[src/design/nks_pkg.sv]
package nks_pkg;

   // Entity position width and depth of the sorted store
   localparam int COORD_BITS = 16;
   localparam int KEEP_MAX   = 16;

   // Fixed widths of the register and result fields
   localparam int REF_W   = 16;
   localparam int OUT_W   = 16;
   localparam int PAY_W   = 32;
   localparam int KEEP_W  = 5;
   localparam int BASE_W  = 6;
   localparam int SLOT_W  = 7;
   localparam int DROP_W  = 16;
   localparam int CSR_W   = 16;
   localparam int CSR_A_W = 2;

   // Derived arithmetic widths
   localparam int DIFF_W = ((COORD_BITS > REF_W) ? COORD_BITS : REF_W) + 1;
   localparam int MAG_W  = DIFF_W - 1;
   localparam int SQ_W   = 2 * MAG_W;
   localparam int DIST_W = SQ_W + 1;
   localparam int CNT_W  = $clog2(KEEP_MAX + 1);

   // Request queue between front and back
   localparam int QDEPTH = 4;
   localparam int QPTR_W = $clog2(QDEPTH);
   localparam int PEND_W = $clog2(QDEPTH + 1);

   // Register indexes
   localparam logic [CSR_A_W-1:0] CSR_REF_X      = 2'd0;
   localparam logic [CSR_A_W-1:0] CSR_REF_Y      = 2'd1;
   localparam logic [CSR_A_W-1:0] CSR_KEEP_COUNT = 2'd2;
   localparam logic [CSR_A_W-1:0] CSR_BASE_SLOT  = 2'd3;

   typedef struct packed {
      logic signed [COORD_BITS-1:0] pos_x;
      logic signed [COORD_BITS-1:0] pos_y;
      logic                         dead;
      logic [PAY_W-1:0]             payload;
      logic                         last_in;
   } req_type;

   typedef struct packed {
      logic [SLOT_W-1:0]       slot_index;
      logic signed [OUT_W-1:0] out_x;
      logic signed [OUT_W-1:0] out_y;
      logic [PAY_W-1:0]        out_payload;
      logic [DROP_W-1:0]       dropped_count;
      logic                    empty_res;
      logic                    last_out;
   } rsp_type;

   typedef struct packed {
      logic signed [REF_W-1:0] ref_x;
      logic signed [REF_W-1:0] ref_y;
      logic [KEEP_W-1:0]       keep_count;
      logic [BASE_W-1:0]       base_slot;
   } cfg_type;

   typedef struct packed {
      logic [DIST_W-1:0]            range_sq;
      logic signed [COORD_BITS-1:0] pos_x;
      logic signed [COORD_BITS-1:0] pos_y;
      logic [PAY_W-1:0]             payload;
      logic                         dead;
      logic                         last_in;
   } qent_type;

endpackage

[src/design/nks_front.sv]
module nks_front (
   input  logic             clock,
   input  logic             reset,
   input  logic             start,
   output logic             busy,
   input  nks_pkg::req_type req_data,
   input  nks_pkg::cfg_type cfg,
   input  logic             pop,
   output logic             push,
   output nks_pkg::qent_type push_data
);
   import nks_pkg::*;

   logic                     accept;
   logic [PEND_W-1:0]        pending_ff, pending_in;
   logic signed [DIFF_W-1:0] dx, dy;
   logic [MAG_W-1:0]         mag_x, mag_y;

   logic                     a_valid_ff;
   logic [MAG_W-1:0]         a_mag_x_ff, a_mag_y_ff;
   req_type                  a_item_ff;
   logic                     b_valid_ff;
   logic [SQ_W-1:0]          b_sq_x_ff, b_sq_y_ff;
   req_type                  b_item_ff;

   // Hold requests off once every queue place is spoken for
   assign busy   = (pending_ff >= PEND_W'(QDEPTH));
   assign accept = start && !busy;

   always_comb begin
      pending_in = pending_ff;
      if (accept && !pop) begin
         pending_in = pending_ff + PEND_W'(1);
      end else if (!accept && pop) begin
         pending_in = pending_ff - PEND_W'(1);
      end
   end

   // Take the absolute offsets from the reference point
   always_comb begin
      dx    = DIFF_W'(req_data.pos_x) - DIFF_W'(cfg.ref_x);
      dy    = DIFF_W'(req_data.pos_y) - DIFF_W'(cfg.ref_y);
      mag_x = dx[DIFF_W-1] ? MAG_W'(-dx) : MAG_W'(dx);
      mag_y = dy[DIFF_W-1] ? MAG_W'(-dy) : MAG_W'(dy);
   end

   always_ff @(posedge clock) begin
      if (reset) begin
         pending_ff <= '0;
         a_valid_ff <= 1'b0;
         b_valid_ff <= 1'b0;
      end else begin
         pending_ff <= pending_in;
         a_valid_ff <= accept;
         b_valid_ff <= a_valid_ff;
      end
   end

   // Offset stage, then squaring stage
   always_ff @(posedge clock) begin
      a_mag_x_ff <= mag_x;
      a_mag_y_ff <= mag_y;
      a_item_ff  <= req_data;
      b_sq_x_ff  <= a_mag_x_ff * a_mag_x_ff;
      b_sq_y_ff  <= a_mag_y_ff * a_mag_y_ff;
      b_item_ff  <= a_item_ff;
   end

   // Sum the squares into the queue entry
   always_comb begin
      push               = b_valid_ff;
      push_data.range_sq = DIST_W'(b_sq_x_ff) + DIST_W'(b_sq_y_ff);
      push_data.pos_x    = b_item_ff.pos_x;
      push_data.pos_y    = b_item_ff.pos_y;
      push_data.payload  = b_item_ff.payload;
      push_data.dead     = b_item_ff.dead;
      push_data.last_in  = b_item_ff.last_in;
   end

endmodule

[config.mk]
export PLATFORM = sky130hd
export DESIGN_NAME = nks_front
export DESIGN_NICKNAME = d
export VERILOG_FILES = /design/src/design/nks_pkg.sv /design/src/design/nks_front.sv
export SDC_FILE = /design/constraint.sdc
export NUM_CORES = 1
export LEC_CHECK = 0
export BUFFER_PORTS_ARGS = -buffer_cell sky130_fd_sc_hd__buf_2
export CAP_MARGIN = 20
export CORE_UTILIZATION = 30
export CTS_BUF_LIST = sky130_fd_sc_hd__clkbuf_2 sky130_fd_sc_hd__clkbuf_4 sky130_fd_sc_hd__clkbuf_8
export CTS_CLUSTER_DIAMETER = 100
export CTS_CLUSTER_SIZE = 24
export DETAILED_ROUTE_END_ITERATION = 10
export HOLD_SLACK_MARGIN = 0.05
export PLACE_DENSITY = 0.58
export SYNTH_ARGS = -nofsm -noshare
export SYNTH_HDL_FRONTEND = slang
export SYNTH_SLANG_ARGS = --single-unit
[constraint.sdc]
create_clock -name clock -period 6.65 [get_ports clock]
set_input_delay 1.33 -clock clock [delete_from_list [all_inputs] [get_ports clock]]
set_output_delay 1.33 -clock clock [all_outputs]
set_load 0.1 [all_outputs]
* Word level (Yosys, flattened, before mapping)
Index checks and enable logic that the tools add are counted.
** Storage, ports and cells
- Flip-flop bits (word level) :: 233
** Operators by class
- Add/subtract/negate cells :: 7
- Reductions and logical operators :: 7
- Order comparisons :: 1
- Multiplexer cells :: 4
- $mul :: 2
** Operators with widths (count)
- $mul A16 B16 Y32 :: 2
- $sub A16 B16 Y17 :: 2
- $add A32 B32 Y33 :: 1
- $mux W16 :: 2
- $neg A16 Y16 :: 2
- $mux W3 :: 2
- $add A3 B1 Y3 const B :: 1
- $ge A3 B3 Y1 const B :: 1
- $logic_and A1 B1 Y1 :: 3
- $logic_not A1 Y1 :: 3
- $sub A3 B1 Y3 const B :: 1
- $reduce_bool A2 Y1 :: 1

* Logic depth before layout (Yosys ltp)
- Depth in word-level cells :: 7
- Gate-level depth with buffers :: 25
- Depth with buffers taken out :: 24

* Worst setup path before layout
Ideal clock, no wire load.
- Path kind :: register -> register
- Start :: register a_mag_x_ff[9]
- End :: register b_sq_x_ff[30]
- Data required time :: 6.578 ns
- Library setup time :: 0.072 ns
- Cell stages (with the launch flop) :: 26
- Period minus slack after synthesis :: 6.021 ns
- Setup slack :: 0.629 ns
- Arrival :: 5.949 ns
- Path buffers :: 1
- Cell sequence :: dfxtp_1 clkbuf_1 nand2_1 inv_1 fa_1 inv_1 fa_1 inv_1 fa_1 inv_1 fa_1 inv_1 fa_1 inv_1 fa_1 inv_1 ha_1 a21oi_1 o21ai_0 a31o_2 a2111oi_0 a211oi_1 nor2_1 o21ai_0 a21oi_1 xnor2_1
** On the way
- Cells in the longest elaborated chain, start to end :: 1
** RTL lines
- start, declared :: line nks_front.sv:20 : logic [MAG_W-1:0] a_mag_x_ff, a_mag_y_ff;
- start signal, assigned :: line nks_front.sv:61 : a_mag_x_ff <= mag_x;
- $mul A16 B16 Y32 :: line nks_front.sv:64 : b_sq_x_ff <= a_mag_x_ff * a_mag_x_ff;
- end signal, assigned :: line nks_front.sv:64
- end, declared :: line nks_front.sv:23 : logic [SQ_W-1:0] b_sq_x_ff, b_sq_y_ff;
Every way passes these cells.
A chain may end at the register's enable or synchronous reset.

* Final worst setup path
- Start :: register a_mag_x_ff[2]
- End :: register b_sq_x_ff[30]
The elaborated chain is that of the path after synthesis.

==> out/metrics.csv <==
stage,metric,value,unit
critical_path,capture point of the worst reg-to-reg path,b_sq_x_ff[30],
critical_path,r2r setup slk,0.31,ns
cells_and_area,fraction of layout cells with a size suffix above 1,0.133,
cells_and_area,"Design Area, Final",25700,um^2
synth,Seq cells post-synth,231,
synth,largest family of logic cells by synthesized area,adder cells,
place,gpl congestion,0.831,
worst_hold_path,min-delay src,a_item_ff[11],
synth,Yosys cell types,71,
grt,vias in the first global route,16146,
synth,syn nets,3107,
critical_path,crit-path max FO,6,
synth,top cell type's share of synthesized area,0.290,
detailed_routing,average wire per standard cell,12.5,um
floorplan,die width,276,um
synth,Synth Area per Inst,9.41,um^2
clocking,CTS Root Cell,clkbuf_8,
grt,initial antenna violation count,3,
detailed_routing,Total Wirelength,45500,um
floorplan,Die ar.,76400,um^2
grt,largest net degree at the start of global routing,25,
sta,measured slew at the worst slew-check pin,0.849,ns
synth,Simple-Gate Fraction of Synth Area,0.101,
cells_and_area,Final Util,0.345,
synth,Synth Area in Adders,0.438,
synth,most area-consuming cells after synthesis,"fa_1 (29%), dfxtp_1 (20%), ha_1 (15%)",
sta,fmax,0.158,GHz
critical_path,Worst Path Arrival,6.91,ns
synth,"EDFF count, synth",0,
detailed_routing,via-per-instance ratio,4.40,
sta,Final Hold Vio Count,0,
clocking,CTS tree,done,
detailed_routing,Remaining DRCs,0,
place,Placed Area,25200,um^2
run,max-cap violation count,0,
clocking,post-CTS setup buffers,0,
synth,largest area contributor in the netlist,fa_1,
worst_hold_path,worst hold endpoint,push_data[12],
cells_and_area,Finished Layout Cells,3638,
critical_path,Worst setup SP type,flip-flop,
clocking,H-tree depth,1,
floorplan,row count,100,
synth,synthesized instance count,2399,
critical_path,kind of critical path,reg -> reg,
floorplan,Core Region,74400,um^2
worst_hold_path,Hold Crit Class,reg -> reg,
synth,sequential-to-total area share from yosys stat,0.205,
detailed_routing,Initial DRC Count,536,
clocking,CTS buffer count,19,
place,port bufs,202,
synth,multiplexer share of the synthesized area,0.00188,
synth,XOR/XNOR share of the synthesized area,0.0570,
detailed_routing,Vias,16023,
clocking,Clock transition at path regs,0.13,ns
floorplan,I/O Pins,214,
synth,"Async S/R FF share, synth",0,
synth,Synth Area in Compound Gates,0.0934,
sta,Final Max Slew Viols,0,
grt,first-pass GRT wire length,76700,um
worst_hold_path,hold-critical path depth,0,
detailed_routing,Post-DRT Antenna Nets,0,
grt,remaining global-route overflow,0,
sta,fin crit period,6.34,ns
synth,Yosys Warn Count,0,
detailed_routing,Pre-antenna DRT Iters,5,
critical_path,R2R cell count,27,
sta,Clock Skew,0.0315,ns
clocking,clk buf depth,3,
grt,Total GRT Usage,0.121,
synth,"Top FF cell, synth",dfxtp_1,
sta,Slew HR,0.431,
cells_and_area,area grow syn2layout,13.9,%
floorplan,DIE HEIGHT,276,um
sta,Final Cycle Share,0.954,
sta,Final setup viols,0,
place,Post-DP HPWL,38800,um
place,Inst Count DP,3604,
cells_and_area,# nets final,3364,
clocking,clock sinks,231,
critical_path,Critical Path RT,7.21,ns
run_status,status,"complete, no violations",
critical_path,RR Startpoint,a_mag_x_ff[2],
synth,Netlist Area Pre-Place,22600,um^2
critical_path,Worst Setup End Kind,flip-flop,
clocking,worst-skew pair later-pin latency,0.62,ns
floorplan,starting density of the core,0.303,
per-stage QoR:
| stage | setup TNS (ns) | setup WS, ns | hold slack [ns] |
|---|---|---|---|
| global route | -0.0368 | -0.0353 | 0.343 |
| global placement | 0 | 0.218 | 0.310 |
| finish | 0 | 0.307 | 0.335 |
| detailed placement | 0 | 0.0981 | 0.312 |
| CTS | 0 | 0.0208 | 0.336 |
| floorplan | 0 | 0.629 | 0.310 |
cell usage in the layout, fill, tap and decap left out, types with 4 or more instances in the layout:
cell type,synthesis,final
buf_2,3,202
and3_1,13,13
inv_16,0,4
fa_1,327,327
a211oi_1,6,5
nand2_1,188,188
o211ai_1,7,7
nand2b_1,13,13
o21a_1,12,12
or3_1,5,5
dfxtp_1,231,221
xnor2_1,100,100
nor2_1,106,106
nor3_1,13,13
dfxtp_2,0,9
a31oi_1,15,15
nand4_1,10,10
nor2b_1,17,17
or2_2,7,7
inv_1,573,573
ha_1,268,268
a21oi_1,96,95
o21ai_0,40,39
nand3_1,17,17
o21ai_1,19,19
buf_4,0,81
clkbuf_8,0,20
a21o_1,49,49
o21bai_1,17,17
and2_1,78,78
a31o_2,7,7
o31ai_1,7,7
xor2_1,47,47
cells by family (layout without fill, tap and decap cells):
group | count (synthesis) | count (layout)
AOI/OAI and AO/OA | 319 | 319
xor gates and xnor gates | 147 | 147
adders and majority gates | 595 | 595
buffers and inverters | 620 | 888
DFF | 231 | 231
muxes | 4 | 4
other | 0 | 2
and+or+nand+nor | 483 | 483
how the worst max path moves through the flow:
stage | from | end | slack, ns
floorplan | a_mag_x_ff[9] | b_sq_x_ff[30] | 0.63
global placement | a_mag_x_ff[2] | b_sq_x_ff[30] | 0.22
detailed placement | a_mag_x_ff[2] | b_sq_x_ff[30] | 0.1
CTS | a_mag_x_ff[2] | b_sq_x_ff[30] | 0.02
global route | a_mag_y_ff[6] | b_sq_y_ff[29] | -0.04
finish | a_mag_x_ff[2] | b_sq_x_ff[30] | 0.31
registers in the layout, indices dropped and copies added, names as in the netlist:
| name | flops |
|---|---|
| b_sq_x_ff | 31 |
| b_sq_y_ff | 31 |
| push | 1 |
| a_valid_ff | 1 |
| a_mag_y_ff | 16 |
| a_mag_x_ff | 16 |
| push_data | 66 |
| a_item_ff | 66 |
| pending_ff | 3 |
cell usage after synthesis, drive strengths merged (4+ instances only):
cell type,instances
or2,8
nand4,10
ha,268
o211ai,7
or4,4
clkbuf,43
or3,5
fa,327
nor3,14
buf,4
xnor2,100
a31oi,15
a2111oi,7
dfxtp,231
xor2,47
nor2b,17
o21ai,59
a211oi,7
a31o,8
nand3,17
nor4,4
nand2,188
nand2b,13
o21a,12
inv,573
o21bai,17
a21o,49
and2,78
a21oi,97
nor2,106
and3,13
o31ai,7
area by class of cell:
type	instances	area (um^2)
inverters	573	2150
repair buffers	283	1620
clock inverters	11	154
multi-input cells	1548	15600
fillers	7662	48700
flip-flops and latches	231	4640
well taps	969	1210
diodes	2	5.00
clock buffers	21	283
metal layers:
layer | GRT usage | wire length (um) | part of all wire | up-vias
li1 | - | - | - | 7950
met1 | 0.167 | 21600 | 0.48 | 7801
met2 | 0.200 | 21000 | 0.46 | 226
met3 | 0.0184 | 2210 | 0.049 | 42
met4 | 0.0235 | 621 | 0.014 | 4
met5 | 0 | 20 | 0.00044 | -
critical path, stage by stage, from the launching register on:
cell	delay, ns
dfxtp_4	0.40
buf_4	0.15
nand2_1	0.08
inv_1	0.06
fa_1	0.53
inv_1	0.06
fa_1	0.54
inv_1	0.06
fa_1	0.51
inv_1	0.06
fa_1	0.52
inv_1	0.05
fa_1	0.47
inv_1	0.05
fa_1	0.47
inv_1	0.04
ha_1	0.33
a21oi_2	0.17
o21ai_2	0.10
a31o_2	0.27
a2111oi_2	0.36
buf_4	0.18
a211oi_2	0.06
buf_4	0.17
nor2_1	0.15
o21ai_0	0.12
a21oi_1	0.19
xnor2_1	0.13
what timing repair did:
| action | in CTS | in global routing |
|---|---|---|
| setup endpoints to repair | 0 | 7 |
| hold buffers | 0 | 0 |
| gates resized for setup | 0 | 19 |
Power is not shown: default switching activity piles up to over one toggle a cycle in this logic, so the estimate is an artifact.
