File: config.mk
export PLATFORM = sky130hd
export DESIGN_NAME = nks_back
export DESIGN_NICKNAME = d
export VERILOG_FILES = /design/src/design/nks_pkg.sv /design/src/design/nks_back.sv
export SDC_FILE = /design/constraint.sdc
export NUM_CORES = 2
export LEC_CHECK = 0
export BUFFER_PORTS_ARGS = -buffer_cell sky130_fd_sc_hd__buf_4
export CAP_MARGIN = 20
export CORE_MARGIN = 8
export CORE_UTILIZATION = 45
export DETAILED_ROUTE_END_ITERATION = 7
export PLACE_DENSITY = 0.6
export SLEW_MARGIN = 20
export SYNTH_ARGS = -nofsm -noshare
export SYNTH_HDL_FRONTEND = slang
export SYNTH_SLANG_ARGS = --single-unit
File: constraint.sdc
create_clock -name clock -period 40.6 [get_ports clock]
set_input_delay 6.09 -clock clock [delete_from_list [all_inputs] [get_ports clock]]
set_output_delay 6.09 -clock clock [all_outputs]
set_load 0.05 [all_outputs]
File: src/design/nks_pkg.sv
package nks_pkg;

   // Entity position width and depth of the sorted store
   localparam int COORD_BITS = 16;
   localparam int KEEP_MAX   = 16;

   // Fixed widths of the register and result fields
   localparam int REF_W   = 16;
   localparam int OUT_W   = 16;
   localparam int PAY_W   = 32;
   localparam int KEEP_W  = 5;
   localparam int BASE_W  = 6;
   localparam int SLOT_W  = 7;
   localparam int DROP_W  = 16;
   localparam int CSR_W   = 16;
   localparam int CSR_A_W = 2;

   // Derived arithmetic widths
   localparam int DIFF_W = ((COORD_BITS > REF_W) ? COORD_BITS : REF_W) + 1;
   localparam int MAG_W  = DIFF_W - 1;
   localparam int SQ_W   = 2 * MAG_W;
   localparam int DIST_W = SQ_W + 1;
   localparam int CNT_W  = $clog2(KEEP_MAX + 1);

   // Request queue between front and back
   localparam int QDEPTH = 4;
   localparam int QPTR_W = $clog2(QDEPTH);
   localparam int PEND_W = $clog2(QDEPTH + 1);

   // Register indexes
   localparam logic [CSR_A_W-1:0] CSR_REF_X      = 2'd0;
   localparam logic [CSR_A_W-1:0] CSR_REF_Y      = 2'd1;
   localparam logic [CSR_A_W-1:0] CSR_KEEP_COUNT = 2'd2;
   localparam logic [CSR_A_W-1:0] CSR_BASE_SLOT  = 2'd3;

   typedef struct packed {
      logic signed [COORD_BITS-1:0] pos_x;
      logic signed [COORD_BITS-1:0] pos_y;
      logic                         dead;
      logic [PAY_W-1:0]             payload;
      logic                         last_in;
   } req_type;

   typedef struct packed {
      logic [SLOT_W-1:0]       slot_index;
      logic signed [OUT_W-1:0] out_x;
      logic signed [OUT_W-1:0] out_y;
      logic [PAY_W-1:0]        out_payload;
      logic [DROP_W-1:0]       dropped_count;
      logic                    empty_res;
      logic                    last_out;
   } rsp_type;

   typedef struct packed {
      logic signed [REF_W-1:0] ref_x;
      logic signed [REF_W-1:0] ref_y;
      logic [KEEP_W-1:0]       keep_count;
      logic [BASE_W-1:0]       base_slot;
   } cfg_type;

   typedef struct packed {
      logic [DIST_W-1:0]            range_sq;
      logic signed [COORD_BITS-1:0] pos_x;
      logic signed [COORD_BITS-1:0] pos_y;
      logic [PAY_W-1:0]             payload;
      logic                         dead;
      logic                         last_in;
   } qent_type;

endpackage

File: src/design/nks_back.sv
module nks_back (
   input  logic              clock,
   input  logic              reset,
   input  nks_pkg::cfg_type  cfg,
   input  logic              q_empty,
   input  nks_pkg::qent_type head,
   output logic              pop,
   output logic              rsp_strobe,
   output nks_pkg::rsp_type  rsp_data
);
   import nks_pkg::*;

   typedef enum logic [1:0] {
      ST_RUN  = 2'b01,
      ST_EMIT = 2'b10
   } back_state_type;

   back_state_type              state_ff, state_in;
   logic [DIST_W-1:0]           kept_dist_ff [KEEP_MAX];
   logic [DIST_W-1:0]           kept_dist_in [KEEP_MAX];
   logic [COORD_BITS-1:0]       kept_x_ff    [KEEP_MAX];
   logic [COORD_BITS-1:0]       kept_x_in    [KEEP_MAX];
   logic [COORD_BITS-1:0]       kept_y_ff    [KEEP_MAX];
   logic [COORD_BITS-1:0]       kept_y_in    [KEEP_MAX];
   logic [PAY_W-1:0]            kept_pay_ff  [KEEP_MAX];
   logic [PAY_W-1:0]            kept_pay_in  [KEEP_MAX];
   logic [CNT_W-1:0]            kept_total_ff, kept_total_in;
   logic [DROP_W-1:0]           alive_total_ff, alive_total_in;
   logic [CNT_W-1:0]            rank_ff, rank_in;
   logic                        rsp_strobe_ff, rsp_strobe_in;
   rsp_type                     rsp_data_ff, rsp_data_in;

   logic [CNT_W-1:0]            cap, eff, excess;
   logic [KEEP_MAX-1:0]         vmask, le;
   logic                        alive, full, ins, emit_last;
   logic [DROP_W:0]             drop_sum;

   assign pop        = (state_ff == ST_RUN) && !q_empty;
   assign rsp_strobe = rsp_strobe_ff;
   assign rsp_data   = rsp_data_ff;

   // Trim to the current limit and find the insertion point
   always_comb begin
      cap    = (32'(cfg.keep_count) > KEEP_MAX) ? CNT_W'(KEEP_MAX) : CNT_W'(cfg.keep_count);
      eff    = (kept_total_ff > cap) ? cap : kept_total_ff;
      excess = kept_total_ff - eff;
      for (int i = 0; i < KEEP_MAX; i++) begin
         vmask[i] = (CNT_W'(i) < eff);
         le[i]    = vmask[i] && (kept_dist_ff[i] <= head.range_sq);
      end
      alive     = pop && !head.dead;
      full      = (eff >= cap);
      ins       = alive && (!full || |(vmask & ~le));
      drop_sum  = (DROP_W + 1)'(alive_total_ff) + (DROP_W + 1)'(excess)
                + (DROP_W + 1)'(alive && full);
      emit_last = (kept_total_ff <= CNT_W'(1));
   end

   // Insert by shifting, or drain the head during emission
   always_comb begin
      state_in       = state_ff;
      kept_total_in  = kept_total_ff;
      alive_total_in = alive_total_ff;
      rank_in        = rank_ff;
      rsp_strobe_in  = 1'b0;
      rsp_data_in    = rsp_data_ff;
      for (int i = 0; i < KEEP_MAX; i++) begin
         kept_dist_in[i] = kept_dist_ff[i];
         kept_x_in[i]    = kept_x_ff[i];
         kept_y_in[i]    = kept_y_ff[i];
         kept_pay_in[i]  = kept_pay_ff[i];
      end
      case (state_ff)
         ST_RUN: begin
            if (pop) begin
               kept_total_in  = eff + CNT_W'(alive && !full);
               alive_total_in = drop_sum[DROP_W] ? '1 : drop_sum[DROP_W-1:0];
               if (ins) begin
                  for (int i = 0; i < KEEP_MAX; i++) begin
                     if (!le[i]) begin
                        if (i == 0 || le[(i == 0) ? 0 : i - 1]) begin
                           kept_dist_in[i] = head.range_sq;
                           kept_x_in[i]    = head.pos_x;
                           kept_y_in[i]    = head.pos_y;
                           kept_pay_in[i]  = head.payload;
                        end else begin
                           kept_dist_in[i] = kept_dist_ff[(i == 0) ? 0 : i - 1];
                           kept_x_in[i]    = kept_x_ff[(i == 0) ? 0 : i - 1];
                           kept_y_in[i]    = kept_y_ff[(i == 0) ? 0 : i - 1];
                           kept_pay_in[i]  = kept_pay_ff[(i == 0) ? 0 : i - 1];
                        end
                     end
                  end
               end
               if (head.last_in) begin
                  state_in = ST_EMIT;
                  rank_in  = '0;
               end
            end
         end
         ST_EMIT: begin
            rsp_strobe_in             = 1'b1;
            rsp_data_in.slot_index    = SLOT_W'({1'b0, cfg.base_slot}) + SLOT_W'(rank_ff);
            rsp_data_in.out_x         = OUT_W'(signed'(kept_x_ff[0]));
            rsp_data_in.out_y         = OUT_W'(signed'(kept_y_ff[0]));
            rsp_data_in.out_payload   = kept_pay_ff[0];
            rsp_data_in.dropped_count = alive_total_ff;
            rsp_data_in.empty_res     = (kept_total_ff == '0);
            rsp_data_in.last_out      = emit_last;
            if (kept_total_ff == '0) begin
               rsp_data_in.slot_index  = '0;
               rsp_data_in.out_x       = '0;
               rsp_data_in.out_y       = '0;
               rsp_data_in.out_payload = '0;
            end
            for (int i = 0; i < KEEP_MAX - 1; i++) begin
               kept_dist_in[i] = kept_dist_ff[i + 1];
               kept_x_in[i]    = kept_x_ff[i + 1];
               kept_y_in[i]    = kept_y_ff[i + 1];
               kept_pay_in[i]  = kept_pay_ff[i + 1];
            end
            rank_in = rank_ff + CNT_W'(1);
            if (emit_last) begin
               state_in       = ST_RUN;
               kept_total_in  = '0;
               alive_total_in = '0;
            end else begin
               kept_total_in = kept_total_ff - CNT_W'(1);
            end
         end
         default: begin
            state_in = ST_RUN;
         end
      endcase
   end

   always_ff @(posedge clock) begin
      if (reset) begin
         state_ff       <= ST_RUN;
         kept_total_ff  <= '0;
         alive_total_ff <= '0;
         rank_ff        <= '0;
         rsp_strobe_ff  <= 1'b0;
      end else begin
         state_ff       <= state_in;
         kept_total_ff  <= kept_total_in;
         alive_total_ff <= alive_total_in;
         rank_ff        <= rank_in;
         rsp_strobe_ff  <= rsp_strobe_in;
      end
   end

   // Store and result payload carry no reset
   always_ff @(posedge clock) begin
      rsp_data_ff <= rsp_data_in;
      for (int i = 0; i < KEEP_MAX; i++) begin
         kept_dist_ff[i] <= kept_dist_in[i];
         kept_x_ff[i]    <= kept_x_in[i];
         kept_y_ff[i]    <= kept_y_in[i];
         kept_pay_ff[i]  <= kept_pay_in[i];
      end
   end

endmodule

-- After elaboration in Yosys (flattened, before gate mapping)
Memories as Yosys holds them, arrays and structs flattened.
Cells that the tools add are included.
- RAM bits: 1552
- logic and storage cells: 255
- output and inout port bits: 91
- input bits: 145
- memories: 4
- bits in read-only memories: 0
- flip-flop bits (word level): 118
- latch bits: 0
- memories (memory ; words ; bits a word ; rd ports ; clocked after memory_dff ; write ports ; RTL line ; source):
    kept_dist_ff ; 16 ; 33 ; 16 ; 0 ; 16 ; nks_back.sv:19 ; logic [DIST_W-1:0] kept_dist_ff [KEEP_MAX];
    kept_pay_ff ; 16 ; 32 ; 16 ; 0 ; 16 ; nks_back.sv:25 ; logic [PAY_W-1:0] kept_pay_ff [KEEP_MAX];
    kept_x_ff ; 16 ; 16 ; 16 ; 0 ; 16 ; nks_back.sv:21 ; logic [COORD_BITS-1:0] kept_x_ff [KEEP_MAX];
    kept_y_ff ; 16 ; 16 ; 16 ; 0 ; 16 ; nks_back.sv:23 ; logic [COORD_BITS-1:0] kept_y_ff [KEEP_MAX];
- equal/unequal tests: 5
- multipliers: 0
- reduce and logical (&&, ||, !) cells: 32
- bitwise gates (word level): 2
- muxes and demuxes: 157
- shift-type cells: 0
- div/mod/pow operators: 0
- magnitude comparators: 36
- add/subtract/negate cells: 7
- operators by type and width (operator ; count):
    16-bit 2-to-1 mux ; 67
    33-bit 2-to-1 mux ; 32
    528-bit 2-to-1 mux ; 2
    256-bit 2-to-1 mux ; 4
    32-bit 2-to-1 mux ; 32
    512-bit 2-to-1 mux ; 2
    495-bit one-hot mux with 2 select lines ; 1
    240-bit one-hot mux with 2 select lines ; 2
    480-bit one-hot mux with 2 select lines ; 1
    33-bit less-or-equal comparator ; 16
    4-bit by 5-bit < comparator with 1-bit output (first input constant) ; 8
    16-bit one-hot mux with 2 select lines ; 1
    5-bit 2-to-1 mux ; 6
    1-bit logical AND ; 21
    3-bit by 5-bit < comparator with 1-bit output (first input constant) ; 4
    5-bit one-hot mux with 2 select lines ; 2
    16-bit by 5-bit adder with 17-bit output ; 1
    17-bit by 1-bit adder with 17-bit output ; 1
    16-bit AND ; 1
    16-bit inverter ; 1
    16-bit OR reduction ; 1
    1-bit by 5-bit < comparator with 1-bit output (first input constant) ; 2
    2-bit by 5-bit < comparator with 1-bit output (first input constant) ; 2
    3-bit AND reduction ; 3
    other kinds (20) ; 26

-- Logic depth before layout (Yosys ltp)
- depth after elaboration: 14
- gate-level depth with buffers: 31
- mapped depth without buffers: 29

-- Least setup slack after synthesis
No wires, ideal clock.
- path kind: input to register
- from: input cfg[8] (netlist bit)
- to: memory kept_dist_ff[1][0] (netlist bit), enable pin
- path buffers: 3
- slack: 23.323 ns
- cell stages on the path: 22
- arrival: 16.590 ns
- setup time: 0.688 ns
- required time: 39.912 ns
- path through: nor2b_1 -> inv_1 -> ha_1 -> a211o_1 -> a221o_1 -> buf_2 -> and2_1 -> buf_4 -> o21ai_1 -> inv_1 -> ha_1 -> nand2b_1 -> a21o_1 -> a21o_1 -> a21o_1 -> a21o_1 -> o31ai_1 -> a2111oi_2 -> nand4_1 -> o31ai_4 -> buf_2 -> o21ai_0
- RTL lines (what ; RTL line ; source):
    start, declared ; nks_back.sv:4 ; input nks_pkg::cfg_type cfg,
    end, declared ; nks_back.sv:19 ;

==> results.yml <==
timing:
  tightest_slew_ns: 1.41
  finClkSkew_ns: 0.0743
  timing.hold.ws_ns: 0.468
  timing_hold_violations_final: 0
  rsz0062_at_grt: "false"
  min_period_ns: 14.19
  post-route-period-util: 0.350
  fin_setup_tns_ns: 0
  fmaxAchievable_mhz: 70.5
  finalSetupViolations: 0
  max-slew-margin-rel: 0.0568
  timing.final.max_slew_violations: 0
yosys:
  synth-edff-count: 1641
  yosysMostFrequentCell: "edfxtp_1"
  synth_flop_cell: "edfxtp_1"
  syn_nets: 9550
  ys_seq_area_frac: 0.531
  yosys-top-cells-area: "edfxtp_1 (52%), mux2i_1 (10%), ha_1 (7.4%), nand2_1 (6.2%), o21ai_1 (4.3%)"
  ys_warn_count: 0
  netlist_area_sq_mm: 0.0939
  avgSynthCellArea_sq_um: 10.6
  synthTopCellsByCount: "edfxtp_1 (1,641), nand2_1 (1,541), mux2i_1 (979)"
  synth.largest_area_cell: "edfxtp_1"
  syn_inst: 8845
  synth_cell_types: 76
  async_flop_share: 0
  ys_seq_elements: 1670
  synth_top_area_frac: 0.525
die:
  coreArea_sq_mm: 0.207
  initial_core_util: 0.453
  die_y_microns: 473
  ios: 236
  dieArea_sq_mm: 0.223
  fp-row-count: 167
  dieWidth_microns: 473
critical_path:
  arrival_ns: 14.75
  crit_path_end_kind: "flip-flop"
  cp-startpoint: "cfg[8]"
  r2r_end: "kept_y_ff[0][84]"
  path_class: "input pin to flip-flop"
  rrSetupSlack_ns: 31.62
  worstRegToRegCells: 16
  crit_end: "kept_y_ff[0][84]"
  path_max_fanout: 235
  crit_required_ns: 41.16
  rr_startpoint: "kept_total_ff[2]"
  worstSetupStartpointType: "input pin"
cells_and_area:
  drive_gt1_frac: 0.0789
  fillCellCount: 18800
  finalNonFillerCells: 11700
  area_growth_syn_to_layout_pct: 9.99
  finish.net_count: 9407
  final_area_sq_mm: 0.103
clocking:
  cts-resized-gates: 0
  cts_max_path_buffers: 3
  clock-sinks: 1670
  numCtsBuffers: 187
  cts-root-buf: "clkbuf_16"
  clk_pin_slew_ns: 0.06
  cts-hold-fix-buffers: 0
  cts_setup_buffers: 0
  htreeDepth: 4
  cts_tree: "done"
  clock_latency_ns: 0.87
power_and_ir_drop:
  power_density_mw_per_mm2: 47.5
  cellLeakagePower_nw: 39.8
  ir_worst_vdd_mv: 0.0624
place:
  place_area_sq_mm: 0.0971
  place_inst: 11300
  hpwl_microns: 169000
  io_buffer_count: 203
  place_congestion: 0.883
routing:
  drt_first_iter_violations: 6873
  final_antenna_net_count: 0
  totalWireLength_microns: 281000
  wl_per_cell_microns: 24.1
  drc: 0
  m1WireLength_microns: 120000
  vias: 69600
  avgViaCountPerCell: 5.97
  wl_met3_microns: 17800
  first_pass_iters: 6
  top_layer: "met5"
  dr_wl_met2_microns: 133000
outcome:
  status: "completed"
global_route:
  grt.total_usage: 0.242
  antenna_found_initial: 10
  grt_max_degree: 247
  grt_remaining_overflow: 0
  grt_pass1_wl_microns: 427000
  grt_pass1_vias: 68600
min_path:
  hold_class: "flip-flop to flip-flop"
flow_run:
  timing.max_cap.violations: 0
worst min-delay path by stage:
| stage | cells after the start | startpoint | endpoint | slack [ns] |
|---|---|---|---|---|
| floorplan | 0 | alive_total_ff[0] | rsp_data[2] | 0.43 |
| global route | 0 | alive_total_ff[0] | rsp_data[2] | 0.48 |
| detailed placement | 0 | alive_total_ff[0] | rsp_data[2] | 0.45 |
| CTS | 0 | alive_total_ff[0] | rsp_data[2] | 0.47 |
| global placement | 0 | alive_total_ff[0] | rsp_data[2] | 0.45 |
| finish | 0 | alive_total_ff[0] | rsp_data[2] | 0.47 |
cells in the final DEF (no fill, tap or decap), types with 92 or more instances in the layout:
cell type,instances
edfxtp_1,1641
nand2_1,1540
mux2i_1,979
o21ai_1,802
o21ai_0,731
a21oi_1,595
ha_1,556
nor2_1,477
buf_4,305
clkbuf_16,188
inv_1,95
nand4_1,92
report_power, final:
part	internal [W]	switching (W)
sequential	0.00211	0.0000988
clock	0.000955	0.000747
combinational	0.000336	0.000661
registers in the layout (all words and copies together), names as in the netlist:
signal,flops
kept_y_ff,256
alive_total_ff,16
kept_pay_ff,512
rank_ff,5
kept_dist_ff,528
kept_x_ff,256
state_ff,2
kept_total_ff,5
rsp_strobe,1
rsp_data,89
routing by layer:
metal,up-vias,global-route usage
met3,450,0.0353
met5,-,0
li1,32200,-
met2,2392,0.400
met4,2,0.0821
met1,34600,0.326
cell type report:
class                      count  area (sq um)  area share
antenna                        9          22.5    0.000218
clock buffer                 235          4930      0.0478
clock inverter               110          1140      0.0110
inverter                      98           375     0.00364
multi-input combinational   6426         40900       0.396
sequential                  1670         49900       0.483
tap                         2788          3490      0.0338
timing repair buffer         319          2580      0.0250
critical path, cell delays in order:
cell and delay [ns]:
buf_4 0.14, nor2b_1 0.31, inv_1 0.13, ha_1 0.30, a211o_1 0.30, a221o_1 0.42, mux2i_1 0.19, buf_4 0.21
inv_1 0.20, a311oi_1 0.95, nor3b_1 0.39, a2111oi_0 0.41, nand4_1 0.26, o31ai_4 0.28, buf_4 0.80, buf_4 0.90
buf_12 0.62, buf_12 0.68, o21ai_1 0.20
metrics by stage:
stage,util,power [W],setup WS [ns]
CTS,0.498,0.00493,26.96
detailed placement,0.469,0.00323,26.06
global placement,0.469,0.00320,26.13
finish,0.498,0.00491,26.41
global route,0.498,0.00510,26.35
floorplan,-,0.00290,23.32
kinds of logic (layout without fill, tap and decap cells):
group / count (synthesis) / after routing / synth area share
AO/OA/AOI/OAI: 2443 / 2443 / 0.140
flip-flops: 1670 / 1670 / 0.531
buffers and inverters: 749 / 762 / 0.0366
AND/OR/NAND/NOR: 2362 / 2362 / 0.103
XOR/XNOR: 15 / 15 / 0.00140
other: 0 / 9 / 0
multiplexers: 1046 / 1046 / 0.113
adder cells (fa/ha/maj): 560 / 560 / 0.0750
No activity file was read; power rests on OpenSTA's default activity.
